**src/fifo_queue_remove_by_value_defines.svh**
```systemverilog
// Assertion macros for the FIFO queue with delete by value.
// Used by the top level; expects clk and rst_n in scope.
`ifndef FIFO_QUEUE_REMOVE_BY_VALUE_DEFINES_SVH
`define FIFO_QUEUE_REMOVE_BY_VALUE_DEFINES_SVH

// Same-cycle implication, disabled during reset.
`define FQRBV_ASSERT(label, ante, cons, msg) \
  label: assert property (@(posedge clk) disable iff (!rst_n) (ante) |-> (cons)) \
    else $error(msg);

// Next-cycle implication, disabled during reset.
`define FQRBV_ASSERT_NEXT(label, ante, cons, msg) \
  label: assert property (@(posedge clk) disable iff (!rst_n) (ante) |=> (cons)) \
    else $error(msg);

`endif

```
**src/fqrbv_pkg.sv**
```systemverilog
// Shared types and codes for the FIFO queue with delete by value.
// No dependencies.
package fqrbv_pkg;

  localparam int DATA_W = 32;
  localparam int OCC_W  = 5;

  localparam logic [1:0] KIND_PUSH   = 2'd0;
  localparam logic [1:0] KIND_POP    = 2'd1;
  localparam logic [1:0] KIND_REMOVE = 2'd2;

  localparam logic [1:0] ST_DONE    = 2'd0;
  localparam logic [1:0] ST_FULL    = 2'd1;
  localparam logic [1:0] ST_EMPTY   = 2'd2;
  localparam logic [1:0] ST_MISSING = 2'd3;

  typedef struct packed {
    logic [1:0]               kind;
    logic signed [DATA_W-1:0] value;
  } in_item_t;

  typedef struct packed {
    logic [1:0]               status;
    logic signed [DATA_W-1:0] data_out;
    logic [OCC_W-1:0]         occupancy;
  } out_item_t;

endpackage

```
**src/fifo_queue_remove_by_value.sv**
```systemverilog
// Bounded FIFO queue of signed 32-bit words with push, pop and delete by value, held
// compacted oldest-first in one RAM of DEPTH words (one write and one registered read
// port). One result per item. Push, a full push, a pop of an empty queue and the unused
// kind code go straight to the done state, which then loads the output register. Pop and
// remove read the stored words one per cycle from the oldest until a match, then move
// each newer word down one place through the same read port; the single RAM read port
// sets this pace. A new item is taken only once the previous one has finished, while
// its result may still wait in the output register.
`include "fifo_queue_remove_by_value_defines.svh"

module fifo_queue_remove_by_value
  import fqrbv_pkg::*;
#(
  parameter int DEPTH = 16
) (
  input  logic      clk,
  input  logic      rst_n,
  input  logic      in_valid,
  output logic      in_stall,
  input  in_item_t  in_data,
  output logic      out_valid,
  input  logic      out_stall,
  output out_item_t out_data
);

  localparam int AW = $clog2(DEPTH);
  localparam int CW = $clog2(DEPTH + 1);

  typedef enum logic [3:0] {
    S_IDLE  = 4'b0001,
    S_SCAN  = 4'b0010,
    S_SHIFT = 4'b0100,
    S_DONE  = 4'b1000
  } state_t;

  state_t                   state_r, state_nxt;
  logic [CW-1:0]            fill_r, fill_nxt;
  logic [CW-1:0]            idx_r, idx_nxt;
  logic                     pend_r, pend_nxt;
  logic [AW-1:0]            pend_idx_r, pend_idx_nxt;
  logic                     pop_r, pop_nxt;
  logic signed [DATA_W-1:0] value_r, value_nxt;
  logic [1:0]               status_r, status_nxt;
  logic signed [DATA_W-1:0] data_r, data_nxt;
  logic                     out_valid_r, out_valid_nxt;
  out_item_t                out_data_r, out_data_nxt;

  logic              ram_wr_en;
  logic [AW-1:0]     ram_wr_addr;
  logic [DATA_W-1:0] ram_wr_data;
  logic              ram_rd_en;
  logic [AW-1:0]     ram_rd_addr;
  logic [DATA_W-1:0] ram_rd_data;

  logic          hit;
  logic          idx_lt;
  logic [CW-1:0] idx_m1;
  logic          ram_both;
  logic          push_ok;

  fqrbv_ram #(
    .WIDTH(DATA_W),
    .DEPTH(DEPTH)
  ) u_ram (
    .clk     (clk),
    .wr_en   (ram_wr_en),
    .wr_addr (ram_wr_addr),
    .wr_data (ram_wr_data),
    .rd_en   (ram_rd_en),
    .rd_addr (ram_rd_addr),
    .rd_data (ram_rd_data)
  );

  assign hit    = pend_r && (pop_r || (ram_rd_data == value_r));
  assign idx_lt = idx_r < fill_r;
  assign idx_m1 = idx_r - CW'(1);

  always_comb begin
    state_nxt     = state_r;
    fill_nxt      = fill_r;
    idx_nxt       = idx_r;
    pend_nxt      = pend_r;
    pend_idx_nxt  = pend_idx_r;
    pop_nxt       = pop_r;
    value_nxt     = value_r;
    status_nxt    = status_r;
    data_nxt      = data_r;
    out_valid_nxt = out_valid_r;
    out_data_nxt  = out_data_r;
    ram_wr_en     = 1'b0;
    ram_wr_addr   = pend_idx_r;
    ram_wr_data   = ram_rd_data;
    ram_rd_en     = 1'b0;
    ram_rd_addr   = idx_r[AW-1:0];

    if (out_valid_r && !out_stall) begin
      out_valid_nxt = 1'b0;
    end

    case (state_r)
      S_IDLE: begin
        if (in_valid) begin
          value_nxt  = in_data.value;
          pop_nxt    = (in_data.kind == KIND_POP);
          data_nxt   = '0;
          idx_nxt    = '0;
          pend_nxt   = 1'b0;
          status_nxt = ST_DONE;
          state_nxt  = S_DONE;
          if (in_data.kind == KIND_PUSH) begin
            if (fill_r == CW'(DEPTH)) begin
              status_nxt = ST_FULL;
            end else begin
              ram_wr_en   = 1'b1;
              ram_wr_addr = fill_r[AW-1:0];
              ram_wr_data = in_data.value;
              fill_nxt    = fill_r + CW'(1);
            end
          end else if (in_data.kind == KIND_POP) begin
            if (fill_r == '0) begin
              status_nxt = ST_EMPTY;
            end else begin
              state_nxt = S_SCAN;
            end
          end else if (in_data.kind == KIND_REMOVE) begin
            state_nxt = S_SCAN;
          end
        end
      end
      S_SCAN: begin
        ram_rd_en = idx_lt;
        if (hit) begin
          idx_nxt   = CW'(pend_idx_r) + CW'(1);
          pend_nxt  = 1'b0;
          state_nxt = S_SHIFT;
          if (pop_r) begin
            data_nxt = ram_rd_data;
          end
        end else if (!pend_r && !idx_lt) begin
          status_nxt = ST_MISSING;
          state_nxt  = S_DONE;
        end else begin
          pend_nxt     = idx_lt;
          pend_idx_nxt = idx_r[AW-1:0];
          if (idx_lt) begin
            idx_nxt = idx_r + CW'(1);
          end
        end
      end
      S_SHIFT: begin
        ram_rd_en = idx_lt;
        ram_wr_en = pend_r;
        if (!pend_r && !idx_lt) begin
          fill_nxt  = fill_r - CW'(1);
          state_nxt = S_DONE;
        end else begin
          pend_nxt     = idx_lt;
          pend_idx_nxt = idx_m1[AW-1:0];
          if (idx_lt) begin
            idx_nxt = idx_r + CW'(1);
          end
        end
      end
      S_DONE: begin
        if (!out_valid_r || !out_stall) begin
          out_valid_nxt          = 1'b1;
          out_data_nxt.status    = status_r;
          out_data_nxt.data_out  = data_r;
          out_data_nxt.occupancy = OCC_W'(fill_r);
          state_nxt              = S_IDLE;
        end
      end
      default: begin
        state_nxt = S_IDLE;
      end
    endcase
  end

  always_ff @(posedge clk) begin
    if (!rst_n) begin
      state_r     <= S_IDLE;
      fill_r      <= '0;
      pend_r      <= 1'b0;
      out_valid_r <= 1'b0;
    end else begin
      state_r     <= state_nxt;
      fill_r      <= fill_nxt;
      pend_r      <= pend_nxt;
      out_valid_r <= out_valid_nxt;
    end
    idx_r      <= idx_nxt;
    pend_idx_r <= pend_idx_nxt;
    pop_r      <= pop_nxt;
    value_r    <= value_nxt;
    status_r   <= status_nxt;
    data_r     <= data_nxt;
    out_data_r <= out_data_nxt;
  end

  assign in_stall  = (state_r != S_IDLE);
  assign out_valid = out_valid_r;
  assign out_data  = out_data_r;

  assign ram_both = ram_wr_en && ram_rd_en;
  assign push_ok  = (state_r == S_IDLE) && in_valid && (in_data.kind == KIND_PUSH) &&
                    (fill_r != CW'(DEPTH));

  `FQRBV_ASSERT(a_fill_bound, 1'b1, fill_r <= CW'(DEPTH), "fill count above depth")
  `FQRBV_ASSERT(a_ram_no_overlap, ram_both, ram_wr_addr != ram_rd_addr, "RAM port clash")
  `FQRBV_ASSERT_NEXT(a_push_grows, push_ok, fill_r == $past(fill_r) + CW'(1), "push lost")

endmodule

```
**src/fqrbv_ram.sv**
```systemverilog
// Generic single-write, single-read RAM with registered read data.
// No dependencies.
module fqrbv_ram #(
  parameter int WIDTH = 32,
  parameter int DEPTH = 16
) (
  input  logic                     clk,
  input  logic                     wr_en,
  input  logic [$clog2(DEPTH)-1:0] wr_addr,
  input  logic [WIDTH-1:0]         wr_data,
  input  logic                     rd_en,
  input  logic [$clog2(DEPTH)-1:0] rd_addr,
  output logic [WIDTH-1:0]         rd_data
);

  logic [WIDTH-1:0] mem_r [DEPTH];
  logic [WIDTH-1:0] rd_data_r;

  always_ff @(posedge clk) begin
    if (wr_en) begin
      mem_r[wr_addr] <= wr_data;
    end
    if (rd_en) begin
      rd_data_r <= mem_r[rd_addr];
    end
  end

  assign rd_data = rd_data_r;

endmodule

```
**config.mk**
```make
export PLATFORM = sky130hd
export DESIGN_NAME = fifo_queue_remove_by_value
export DESIGN_NICKNAME = d
export VERILOG_FILES = /design/src/fqrbv_pkg.sv /design/src/fifo_queue_remove_by_value.sv /design/src/fqrbv_ram.sv
export VERILOG_INCLUDE_DIRS = /design/src /design/src/src
export SDC_FILE = /design/constraint.sdc
export NUM_CORES = 1
export LEC_CHECK = 0
export ABC_CLOCK_PERIOD_IN_PS = 11000
export BUFFER_PORTS_ARGS = -buffer_cell sky130_fd_sc_hd__buf_2
export CAP_MARGIN = 10
export CORE_ASPECT_RATIO = 1.25
export CORE_MARGIN = 4
export CORE_UTILIZATION = 60
export CTS_BUF_LIST = sky130_fd_sc_hd__clkbuf_8
export CTS_CLUSTER_SIZE = 24
export DETAILED_ROUTE_END_ITERATION = 6
export PLACE_DENSITY = 0.77
export SLEW_MARGIN = 10
export SYNTH_ARGS = -nofsm -noshare
export SYNTH_HDL_FRONTEND = slang
export SYNTH_SLANG_ARGS = --single-unit
```
**constraint.sdc**
```tcl
create_clock -name clk -period 11 [get_ports clk]
set_input_delay 2.2 -clock clk [delete_from_list [all_inputs] [get_ports clk]]
set_output_delay 2.2 -clock clk [all_outputs]
set_load 0.02 [all_outputs]
```
# Yosys cells after proc, flatten, opt, wreduce, memory -nomap -nowiden
# Memory sizes are Yosys's and may differ from the RTL's. A register that Yosys moved wholly into a read port is not among the register bits.
# Cells that the tools add are included.
# W data, S select, Z words.
[word_totals]
in_bits = 38
output_inout_bits = 41
word_cells = 121
mem_count = 1
ramBits = 512
ff_bits = 126
[classes]
muxes = 57
reduce_logical = 24
eq_ne = 20
order_cmp = 1
add_sub_neg = 5
[memory_table]
columns = ["memory", "words", "word_bits", "rd", "rd_ports_with_merged_regs", "write_ports", "line_no", "source"]
rows = [
  ["u_ram.mem_r", 16, 32, 1, 1, 1, "fqrbv_ram.sv:16", "logic [WIDTH-1:0] mem_r [DEPTH];"],
]
[op_table]
columns = ["cell", "count"]
rows = [
  ["$mux W32", 7],
  ["$pmux W32 S2", 1],
  ["$mux W4", 15],
  ["$mux W5", 8],
  ["$eq A32 B32 Y1", 1],
  ["$ne A2 B2 Y1 const B", 10],
  ["$pmux W4 S4", 1],
  ["$pmux W5 S3", 1],
  ["$mux W1", 13],
  ["$mux W2", 6],
  ["$reduce_and A4 Y1", 3],
  ["$add A5 B1 Y5 const B", 2],
  ["$pmux W5 S2", 1],
  ["$pmux W4 S2", 1],
  ["$reduce_and A2 Y1", 4],
  ["$reduce_bool A2 Y1", 3],
  ["$add A4 B1 Y5 const B", 1],
  ["$eq A5 B5 Y1 const B", 1],
  ["$logic_not A5 Y1", 1],
  ["$lt A5 B5 Y1", 1],
  ["$reduce_and A5 Y1", 1],
  ["$sub A5 B1 Y5 const B", 1],
  ["$eq A4 B1 Y1 const B", 1],
  ["$eq A4 B2 Y1 const B", 1],
  ["16 further kinds", 22],
]

# Longest topological paths before layout
[depth]
word_depth = 7
depth_mapped = 10
depth_no_buf = 10

# Hierarchy
# A second synthesis with hierarchy kept.
[hier_totals]
cells_unflattened = 1225
hier_area_um2 = 25784.7
[by_module_without_submodules]
columns = ["module", "instances", "cells_each", "area_each_um2", "seq_area_each_um2"]
rows = [
  ["fqrbv_ram", 1, 838, 20155.6, 16335.7],
  ["fifo_queue_remove_by_value", 1, 387, 5629.1, 3673.5],
]

# Worst setup path before layout
# Ideal clock, no wire load.
[synth_path]
path_type = "input port to flip-flop"
start = "input port in_valid"
end = "memory u_ram.mem_r[13][0], enable pin"
n_path_buf = 2
setup_slack_ns = 5.842
t_arrival_ns = 4.737
path_stages = 7
t_required_ns = 10.579
setup_time_ns = 0.421
cell_sequence = "nand2_1 inv_2 and3_1 buf_2 buf_6 a31oi_2 nor2_1"
[synth_via]
elab_chain_cells = 4
word_cells_on_any_way = 6
cone_classes = "6 x mux"
[synth_rtl]
columns = ["element", "line_no", "source"]
rows = [
  ["start, declared", "fifo_queue_remove_by_value.sv:18", "input logic in_valid,"],
  ["$mux W1", "fifo_queue_remove_by_value.sv:102", "if (in_valid) begin"],
  ["$pmux W1 S2", "fifo_queue_remove_by_value.sv:100", "case (state_r)"],
  ["$mux W1", "fqrbv_ram.sv:20", "if (wr_en) begin"],
  ["$mux W1 (not written as such)", "fqrbv_ram.sv:21", "mem_r[wr_addr] <= wr_data;"],
  ["end, declared", "fqrbv_ram.sv:16", ""],
]
# Several ways; a longest one is shown, not always the timed one.

# Worst setup path in the final report
[layout_path]
start = "input port in_valid"
end = "memory u_ram.mem_r[7][22], enable pin"
# The elaborated chain is that of the path after synthesis.

==> results.json <==
{
  "outcome": "finished, final reports clean",
  "place_area_um2": 26990,
  "r2r_setup_slack_ps": 6410,
  "drv_slew": 0,
  "postRouteWirelength_um": 54200,
  "die_area_um2": 46560,
  "worstSetupEndpoint": "u_ram.mem_r[7][22]",
  "fin_crit_ps": 5407,
  "dp_cells": 1824,
  "io_pins": 79,
  "path_max_fanout": 36,
  "root_buffer": "clkbuf_8",
  "clock_sinks": 670,
  "cts_tree": "built",
  "dr.pass1.iters": 5,
  "skew_ps": 34.95,
  "grt_max_degree": 136,
  "htreeDepth": 3,
  "grt_pass1_vias": 12737,
  "post_cts_buffers": 0,
  "synth_top_cell_by_area": "edfxtp_1",
  "cts_buffers": 97,
  "total_power_w": 0.004994,
  "ff2ff_path_depth": 8,
  "grt_use_met3_pct": 4.401,
  "start_util_pct": 61.13,
  "overflow": 0,
  "avgSynthCellArea_um2": 21.20,
  "diodes": 0,
  "postCtsHoldBufs": 0,
  "grt_pass1_wl_um": 81590,
  "use_met2_pct": 39.76,
  "route.vias.total": 12460,
  "port_buffers": 78,
  "timing.rr.start": "state_r[1]",
  "fin_nets": 1413,
  "rows": 84,
  "endpoint_kind": "flip-flop",
  "critical_path_class": "input pin to flip-flop",
  "grtUsageMet1_pct": 32.81,
  "worst_pin_slew_ps": 1249,
  "ys_ff_latch": 670,
  "fmax_mhz": 184.9,
  "stdcell_area_um2": 28880,
  "netlist_area_um2": 25890,
  "clk_latency_ps": 670,
  "post-route-drc-count": 0,
  "clkTransAtPathRegs_ps": 60,
  "leakage_nw": 9.395,
  "dpl_worst_slack_ps": 4900,
  "fill_cells": 2527,
  "worst_setup_path_start_kind": "input pin",
  "maxCapViolCount": 0,
  "synth_most_common_cell": "edfxtp_1",
  "synthFlopType": "edfxtp_1",
  "antenna_found_initial": 0,
  "synthArstFlopShare_pct": 0,
  "tns_ps": 0,
  "fin_cells": 2000,
  "yosys_warnings": 0,
  "layout-drive-gt1-share_pct": 29.29,
  "dp_hpwl_um": 30690,
  "rsz0062_at_grt": "no",
  "synth_edf_count": 659,
  "final_antenna_net_count": 0,
  "synth_common_cells": "edfxtp_1, mux4_2, nand2_1, xnor2_1, and2_1",
  "synth_cells": 1221,
  "fp.coreArea_um2": 42360,
  "gp_congestion": 0.7926,
  "via_per_inst": 6.230,
  "yosys.area.top_type_share_pct": 76.43,
  "fp.dieH_um": 240.3,
  "wl_per_cell_um": 27.10,
  "worstSetupStartpoint": "in_valid",
  "ctsResizeCount": 0,
  "synthesis.nets": 1270,
  "cts_max_path_buffers": 3,
  "chipWidth_um": 193.8,
  "final-setup-viol-count": 0,
  "ys_top_cells_by_area": "edfxtp_1, mux4_2, nand2_1",
  "drt-initial-drc-count": 1479,
  "synth_cell_types": 49,
  "reg2reg_to": "u_ram.mem_r[7][22]",
  "grt_busiest_layer": "met2",
  "peakVddDrop_mv": 0.1159,
  "worstPathArrival_ps": 5750,
  "grt_usage_pct": 23.77,
  "timing_hold_violations_final": 0,
  "syn2layout_area_growth_pct": 11.54,
  "period_share_pct": 49.16,
  "worst_slack_ps": 5593,
  "cp.required_ps": 11340,
  "yosysSeqAreaShare_pct": 77.28,
  "slew_headroom_pct": 16.54,
  "powerDensity_nw_per_um2": 172.9,
  "hp-class": "flip-flop to flip-flop"
}
## cells in the final DEF, fill, tap and decap left out, drive strengths merged, types with 4 or more instances in the layout
cell type,count
edfxtp,659
a21oi,7
clkbuf,99
mux4,160
nand4,10
o21ai,13
a21o,4
ha,10
clkinv,44
xnor2,40
buf,98
nand3,11
nor4,4
inv,36
nor3b,4
and2,34
nand2,113
and3,4
bufinv,7
a21boi,4
a31oi,7
nor2,26
o22ai,6
dfxtp,11
xor2,6
## routing by layer
metal	part of all wire, %	up-vias
met2	51	557
met1	39	6551
met3	7.3	89
met4	2.2	0
li1	-	5263
met5	0	-
## flip-flops by register name, summed over array words and instances, names as in the netlist
signal / count
u_ram.mem_r: 512
out_data: 39
data_r: 32
u_ram.rd_data: 32
value_r: 32
fill_r: 5
idx_r: 5
pend_idx_r: 4
state_r: 4
status_r: 2
out_valid: 1
pend_r: 1
pop_r: 1
## where the power goes
| part | switching, W | total (W) | internal, W |
|---|---|---|---|
| registers | 0.0000107 | 0.00284 | 0.00283 |
| logic | 0.000135 | 0.000236 | 0.000102 |
| clock network | 0.000912 | 0.00192 | 0.00101 |
| total | 0.00106 | 0.00499 | 0.00394 |
## worst max-delay path: stages
cell and delay, ps:
buf_2 90, nand2_1 110, inv_2 620, nand3_2 850, and3_1 510, a31oi_1 710, nor2_4 220, buf_4 370
## worst min path at each step
stage	end	depth (start not counted)	startpoint
after CTS	out_data[5]	0	data_r[0]
after global placement	out_data[22]	0	data_r[17]
after detailed placement	out_data[19]	0	data_r[14]
after floorplan	out_data[10]	0	data_r[5]
final	out_data[19]	0	data_r[14]
after global routing	out_data[22]	0	data_r[17]
## layout make-up
| class | count | area, um2 | area share [%] |
|---|---|---|---|
| Clock inverter | 77 | 521.8 | 1.807 |
| Sequential cell | 670 | 20010 | 69.29 |
| Multi-Input combinational cell | 484 | 5683 | 19.68 |
| Timing Repair Buffer | 98 | 553.0 | 1.915 |
| Clock buffer | 99 | 1363 | 4.718 |
| Inverter | 13 | 48.80 | 0.1690 |
| Tap cell | 559 | 699.4 | 2.422 |
## kinds of logic after synthesis
kind of cell,Yosys count,share of synthesized area [%]
muxes,161,13.96
xor gates and xnor gates,46,1.556
DFF,670,77.28
adders and majority gates,11,0.5606
AOI/OAI and AO/OA,48,1.319
and+or+nand+nor,218,3.972
buffers and inverters,67,1.353
## per-stage QoR
stage / utilization [%] / hold WS [ps]
finish: 68.18 / 416.6
global route: 68.18 / 417.0
CTS: 68.18 / 419.8
detailed placement: 63.73 / 404.5
global placement: 63.73 / 400.3
floorplan: - / 400.3
Note: power is estimated with default switching activity, not from simulation.
